## config.mk

```make
export PLATFORM = sky130hd
export DESIGN_NAME = held_key_slot_table_unit_flat
export DESIGN_NICKNAME = d
export VERILOG_FILES = /design/src/hw/rtl/hkst_pkg.sv /design/src/hw/rtl/hkst_channels.sv /design/src/hw/rtl/hkst_slot_logic.sv /design/src/hw/rtl/held_key_slot_table_unit.sv /design/src/flat_wrapper.sv
export VERILOG_INCLUDE_DIRS = /design/src /design/src/hw/rtl
export SDC_FILE = /design/constraint.sdc
export NUM_CORES = 1
export LEC_CHECK = 0
export BUFFER_PORTS_ARGS = -buffer_cell sky130_fd_sc_hd__buf_2
export CAP_MARGIN = 10
export CORE_MARGIN = 5
export CORE_UTILIZATION = 55
export DETAILED_ROUTE_END_ITERATION = 8
export PLACE_DENSITY = 0.83
export SLEW_MARGIN = 10
export SYNTH_ARGS = -nofsm -noshare
export SYNTH_HDL_FRONTEND = slang
export SYNTH_SLANG_ARGS = --single-unit
```

## constraint.sdc

```tcl
create_clock -name clk -period 3.2 [get_ports clk]
set_input_delay 0.64 -clock clk [delete_from_list [all_inputs] [get_ports clk]]
set_output_delay 0.64 -clock clk [all_outputs]
set_load 0.01 [all_outputs]
```

## src/hw/rtl/held_key_slot_table_unit_assert.svh

```systemverilog
`ifndef HELD_KEY_SLOT_TABLE_UNIT_ASSERT_SVH
`define HELD_KEY_SLOT_TABLE_UNIT_ASSERT_SVH

// Checked only outside reset.
`define HKST_ASSERT_RUN(name, clk_sig, rstn_sig, prop, msg) \
    name: assert property (@(posedge clk_sig) disable iff (!rstn_sig) prop) else $error(msg);

// Checked on every edge, reset included.
`define HKST_ASSERT_ALL(name, clk_sig, prop, msg) \
    name: assert property (@(posedge clk_sig) prop) else $error(msg);

`endif

```

## src/hw/rtl/hkst_pkg.sv

```systemverilog
package hkst_pkg;

    localparam int unsigned KEY_W     = 8;
    localparam int unsigned OUT_SLOTS = 6;
    localparam int unsigned OUT_W     = OUT_SLOTS * KEY_W;
    localparam int unsigned SLOTS_DEF = 6;

    localparam logic ACT_ADD    = 1'b0;
    localparam logic ACT_REMOVE = 1'b1;

    typedef logic [KEY_W-1:0] key_t;

    typedef struct packed {
        logic action;
        key_t key_code;
    } slot_req_t;

endpackage

```

## src/hw/rtl/hkst_channels.sv

```systemverilog
interface hkst_cmd_if;
    import hkst_pkg::*;

    logic valid;
    logic ready;
    logic action;
    logic [KEY_W-1:0] key_code;

    modport source (output valid, output action, output key_code, input ready);
    modport sink (input valid, input action, input key_code, output ready);
endinterface

interface hkst_rsp_if;
    import hkst_pkg::*;

    logic valid;
    logic ready;
    logic ok;
    logic [OUT_W-1:0] slot_contents;

    modport source (output valid, output ok, output slot_contents, input ready);
    modport sink (input valid, input ok, input slot_contents, output ready);
endinterface

```

## src/hw/rtl/hkst_slot_logic.sv

```systemverilog
module hkst_slot_logic #(
    parameter int unsigned SLOTS = hkst_pkg::SLOTS_DEF
) (
    input  hkst_pkg::slot_req_t                   req,
    input  logic [SLOTS-1:0][hkst_pkg::KEY_W-1:0] slots,
    output logic                                  ok,
    output logic [SLOTS-1:0][hkst_pkg::KEY_W-1:0] slots_next
);
    import hkst_pkg::*;

    logic [SLOTS-1:0] match;
    logic [SLOTS-1:0] empty;
    logic [SLOTS-1:0] first_empty;
    logic [SLOTS-1:0] after_hit;
    logic             code_nz;
    logic             present;
    logic             has_empty;

    assign code_nz   = (req.key_code != '0);
    assign present   = |match;
    assign has_empty = |empty;

    // Slots stay packed and codes unique, so the first empty slot is the one
    // whose lower neighbor is occupied, and at most one slot can match.
    always_comb
    begin
        for (int i = 0; i < SLOTS; i++)
        begin
            match[i] = (slots[i] == req.key_code);
            empty[i] = (slots[i] == '0);
            if (i == 0)
            begin
                first_empty[i] = empty[i];
                after_hit[i]   = match[i];
            end
            else
            begin
                first_empty[i] = empty[i] && !empty[i-1];
                after_hit[i]   = match[i] || after_hit[i-1];
            end
        end
    end

    always_comb
    begin
        slots_next = slots;
        ok         = 1'b0;
        if (code_nz)
        begin
            if (req.action == ACT_ADD)
            begin
                ok = present || has_empty;
                if (!present)
                begin
                    for (int i = 0; i < SLOTS; i++)
                    begin
                        if (first_empty[i])
                        begin
                            slots_next[i] = req.key_code;
                        end
                    end
                end
            end
            else
            begin
                ok = present;
                for (int i = 0; i < SLOTS; i++)
                begin
                    if (after_hit[i])
                    begin
                        slots_next[i] = (i + 1 < SLOTS) ? slots[(i + 1) % SLOTS] : '0;
                    end
                end
            end
        end
    end

endmodule

```

## src/hw/rtl/held_key_slot_table_unit.sv

```systemverilog
// Held key table: add/remove key events against a packed row of key slots.
// Response: rsp valid follows the cmd transfer through the input reg, then the result reg.
// Throughput: one event per cycle unless rsp back-pressure stalls; the slot update and
// compare are combinational between the input register and the result register.
// Reset: all slots cleared to empty, both pipeline stages emptied.
`include "held_key_slot_table_unit_assert.svh"

module held_key_slot_table_unit #(
    parameter int unsigned SLOTS = hkst_pkg::SLOTS_DEF
) (
    input logic       clk,
    input logic       rst_n,
    hkst_cmd_if.sink  cmd,
    hkst_rsp_if.source rsp
);
    import hkst_pkg::*;

    logic                        cmd_valid_reg;
    slot_req_t                   cmd_req_reg;
    logic                        rsp_valid_reg;
    logic                        rsp_ok_reg;
    logic [OUT_W-1:0]            rsp_slots_reg;
    logic [SLOTS-1:0][KEY_W-1:0] slots_reg;
    logic [SLOTS-1:0][KEY_W-1:0] slots_next;
    logic [OUT_W-1:0]            packed_next;
    logic                        ok_next;
    logic                        advance;
    logic                        fire;

    assign advance   = !rsp_valid_reg || rsp.ready;
    assign fire      = cmd_valid_reg && advance;
    assign cmd.ready = !cmd_valid_reg || advance;

    hkst_slot_logic #(
        .SLOTS (SLOTS)
    ) u_slot_logic (
        .req        (cmd_req_reg),
        .slots      (slots_reg),
        .ok         (ok_next),
        .slots_next (slots_next)
    );

    // Only the first OUT_SLOTS slots are reported.
    always_comb
    begin
        packed_next = '0;
        for (int k = 0; k < OUT_SLOTS; k++)
        begin
            if (k < SLOTS)
            begin
                packed_next[k*KEY_W +: KEY_W] = slots_next[k % SLOTS];
            end
        end
    end

    always_ff @(posedge clk or negedge rst_n)
    begin
        if (!rst_n)
        begin
            cmd_valid_reg <= 1'b0;
            rsp_valid_reg <= 1'b0;
            slots_reg     <= '0;
        end
        else
        begin
            if (cmd.ready)
            begin
                cmd_valid_reg <= cmd.valid;
            end
            if (advance)
            begin
                rsp_valid_reg <= cmd_valid_reg;
            end
            if (fire)
            begin
                slots_reg <= slots_next;
            end
        end
    end

    always_ff @(posedge clk)
    begin
        if (cmd.valid && cmd.ready)
        begin
            cmd_req_reg.action   <= cmd.action;
            cmd_req_reg.key_code <= cmd.key_code;
        end
        if (fire)
        begin
            rsp_ok_reg    <= ok_next;
            rsp_slots_reg <= packed_next;
        end
    end

    assign rsp.valid         = rsp_valid_reg;
    assign rsp.ok            = rsp_ok_reg;
    assign rsp.slot_contents = rsp_slots_reg;

    `HKST_ASSERT_ALL(a_packed_front, clk, (slots_reg[0] == '0) |-> (slots_reg == '0), "empty slot 0 with occupied slots")
    `HKST_ASSERT_RUN(a_stall_holds_slots, clk, rst_n, (rsp.valid && !rsp.ready) |=> $stable(slots_reg), "slots changed while result stalled")
    `HKST_ASSERT_RUN(a_zero_code_fails, clk, rst_n, (fire && cmd_req_reg.key_code == '0) |=> !rsp_ok_reg, "zero key code reported ok")
    `HKST_ASSERT_RUN(a_held_item_stays, clk, rst_n, (cmd_valid_reg && !advance) |=> cmd_valid_reg, "pending event dropped")

endmodule

```

## src/flat_wrapper.sv

```systemverilog
// flat-port wrapper written by rule: the top's interface ports become plain ports
module held_key_slot_table_unit_flat import hkst_pkg::*;
#(
    parameter int unsigned SLOTS = hkst_pkg::SLOTS_DEF
)
  (clk, rst_n, cmd_valid, cmd_action, cmd_key_code, cmd_ready, rsp_valid, rsp_ok, rsp_slot_contents, rsp_ready);
  hkst_cmd_if cmd_i ();
  hkst_rsp_if rsp_i ();
  input logic clk;
  input logic rst_n;
  input wire logic [$bits(cmd_i.valid)-1:0] cmd_valid;
  input wire logic [$bits(cmd_i.action)-1:0] cmd_action;
  input wire logic [$bits(cmd_i.key_code)-1:0] cmd_key_code;
  output wire logic [$bits(cmd_i.ready)-1:0] cmd_ready;
  output wire logic [$bits(rsp_i.valid)-1:0] rsp_valid;
  output wire logic [$bits(rsp_i.ok)-1:0] rsp_ok;
  output wire logic [$bits(rsp_i.slot_contents)-1:0] rsp_slot_contents;
  input wire logic [$bits(rsp_i.ready)-1:0] rsp_ready;
  assign cmd_i.valid = cmd_valid;
  assign cmd_i.action = cmd_action;
  assign cmd_i.key_code = cmd_key_code;
  assign cmd_ready = cmd_i.ready;
  assign rsp_valid = rsp_i.valid;
  assign rsp_ok = rsp_i.ok;
  assign rsp_slot_contents = rsp_i.slot_contents;
  assign rsp_i.ready = rsp_ready;
  held_key_slot_table_unit #(.SLOTS(SLOTS)) u_core (.clk(clk), .rst_n(rst_n), .cmd(cmd_i), .rsp(rsp_i));
endmodule
```

==> metrics <==
post-layout net count 611; TNS Setup 0 ns; pre-CTS setup slack 0.388 ns; Slew HR 0.399; Final Hold Vio Count 0; CTS root buffer clkbuf_8; Fmax 344 MHz; most numerous cell in the Yosys netlist edfxtp_1; antenna violations before repair 1; DRT iter0 DRCs 419; cells after synthesis 542; Crit path buffers/inverters 1; Rows 37; die width 113 um; syn_nets 555; Post-synth EDFFs 58; predominant post-synthesis flop cell edfxtp_1; ys async rst share 0.463; Synth Area in Compound Gates 0.186; top-area cell type share of the netlist area 0.296; CTS max path bufs 2; largest family of logic cells by synthesized area compound AO/OA/AOI/OAI gates; vias in the first global route 4671; period utilization 0.907; Mapped Area 5880 um2; fillers 833; first-pass GRT wire length 25900 um; worst hold path class primary input to async pin; Peak VDD IR 0.000362 V; GRT Total Usage 0.259; Yosys top cell by area edfxtp_1; adder-cell share of the synthesized area 0; simple-gate share of the synthesized area 0.131; clock insertion delay at the later pin of the skew report 0.38 ns; synth warn 0; pwr dens 724 nW/um2; 1st-pass router iterations 5; hold buffers post-CTS 0; Unique masters post-synth 49; vias per cell 6.50; Final HPWL DP 11800 um; Gates resized, CTS repair 0; Commonest cells post-synth edfxtp_1, dfrtp_1, a21oi_1, nor2_1, nand2_1; Final WS setup 0.297 ns; fin crit period 2.90 ns; Data arrival, critical path 3.17 ns; LEAKAGE 2.62 nW; IO Count 64; GP Congestion 0.941; Setup CP Type flip-flop to flip-flop; CP Capture Type flip-flop; H-tree Lvls 3; CP top delay family simple AND/OR/NAND/NOR gates; Buffers on Ports 63; CTS tree done; CP max stage cell edfxtp_1; GRT Residual Overflow 0; die height 113 um; Final setup viols 0; Synth Area in XOR/XNOR 0.0715; cells taking the most area after synthesis edfxtp_1, dfrtp_1, mux2i_1; MaxCap Viol Count 0; CORE AREA 10400 um2; Initial Utilization 0.567; DIE AREA 12900 um2; post-CTS setup buffers 0; CP max stage delay 0.79 ns; diode count 0; CP Launch Type flip-flop; DRC 0; #FFs+latches synth 108; clock-pin slew on the worst setup and hold paths 0.10 ns; Max FO, Critical Path 14; routed wire length 16300 um; RSZ-0062 raised after global routing false; worst slew pin tran 0.902 ns; layout cells sized above 1 0.209; Num CTS Buffers 9; post-synthesis mux area share 0.0551; total number of vias 4807; pin count of the biggest net entering global routing 36; Worst EP required 3.47 ns; outcome finished clean; Final Core Density 0.631; Final Slew Violations 0; clock sink total 108; Syn Area/Cell 10.9 um2; mean routed wirelength per cell 22.0 um; skew final 0.00635 ns; CP Cell Sequence xnor2_1, nand4_1, o22ai_1, a21oi_1, nor2_1, buf_4, nor2b_1, a221o_1; sequential area share after synthesis 0.509; area grow syn2layout 11.2%; Routed Antenna Nets 0
## power breakdown
| part | internal (W) | leakage, nW | switching [W] |
|---|---|---|---|
| sequential | 0.00192 | 1.16 | 0.000603 |
| combinational | 0.000682 | 1.36 | 0.000689 |
| clock | 0.000366 | 0.100 | 0.000477 |
| total | 0.00296 | 2.62 | 0.00177 |
## cells by family after synthesis
kind of cell	count (synthesis)
multiplexers	32
XOR/XNOR	48
buffers and inverters	58
AND/OR/NAND/NOR	140
flip-flops	108
AO/OA/AOI/OAI	156
## worst register-to-register path: stages, from the launching register on
cell and delay, ns:
edfxtp_1 0.79, xnor2_1 0.19, nand4_1 0.21, o22ai_1 0.34, a21oi_1 0.16, nor2_1 0.54, buf_4 0.24, nor2b_1 0.05
a221o_1 0.27
## cell type report
cell class / count / area (um2) / area share
multi-input combinational: 376 / 2610 / 0.399
clock inverter: 7 / 73.8 / 0.0113
clock buffer: 9 / 124 / 0.0189
sequential: 108 / 2990 / 0.458
timing repair buffer: 90 / 518 / 0.0792
inverter: 13 / 48.8 / 0.00746
tap: 136 / 170 / 0.0260
## placed cells by master, fill, tap and decap left out, types with 5 or more instances in the layout
cell type	instances
buf_2	63
o22a_1	11
a21oi_1	35
o21ai_0	18
a2bb2oi_1	12
nand2_1	34
nor2_1	35
xnor2_1	16
buf_4	27
nand4_1	12
nor2b_1	5
xor2_1	32
a22o_1	27
nand3_1	5
o22ai_1	8
mux2i_1	29
a21o_1	17
nor4_1	17
inv_1	12
or4_1	7
clkbuf_8	9
a31oi_1	10
a221o_1	5
edfxtp_1	58
dfrtp_1	50
## worst paths after layout
path / startpoint / endpoint / slack [ns] / cells after the start
worst max register to register: u_core.cmd_req_reg[4] / u_core.slots_reg[20] / 0.30 / 8
worst min register to register: u_core.cmd_valid_reg / u_core.rsp.valid / 0.52 / 1
min in group clk: cmd_action / u_core.cmd_req_reg[8] / 0.43 / 1
worst max-delay path: u_core.cmd_req_reg[4] / u_core.slots_reg[20] / 0.30 / 8
max in group asynchronous: rst_n / u_core.slots_reg[3] / 2.19 / 2
worst min-delay path: rst_n / u_core.slots_reg[29] / 0.22 / 1
## through the flow
stage	total power (W)	hold slack, ns	std cells	area, um2
after floorplan	0.00333	0.344	542	5880
after global placement	0.00382	0.472	723	6340
after detailed placement	0.00388	0.492	723	6340
after CTS	0.00471	0.239	739	6540
after global routing	0.00497	0.251	739	6540
final	0.00473	0.225	739	6540
## per-layer routing
metal  wire length, um  vias to the layer above  share of wire  GRT usage
li1                  -                     2132              -          -
met1              6710                     2326           0.41      0.361
met2              7480                      293           0.46      0.400
met3              1480                       54          0.091     0.0424
met4               584                        2          0.036      0.122
met5                13                        -        0.00080          0
No activity file was read; power rests on OpenSTA's default activity.
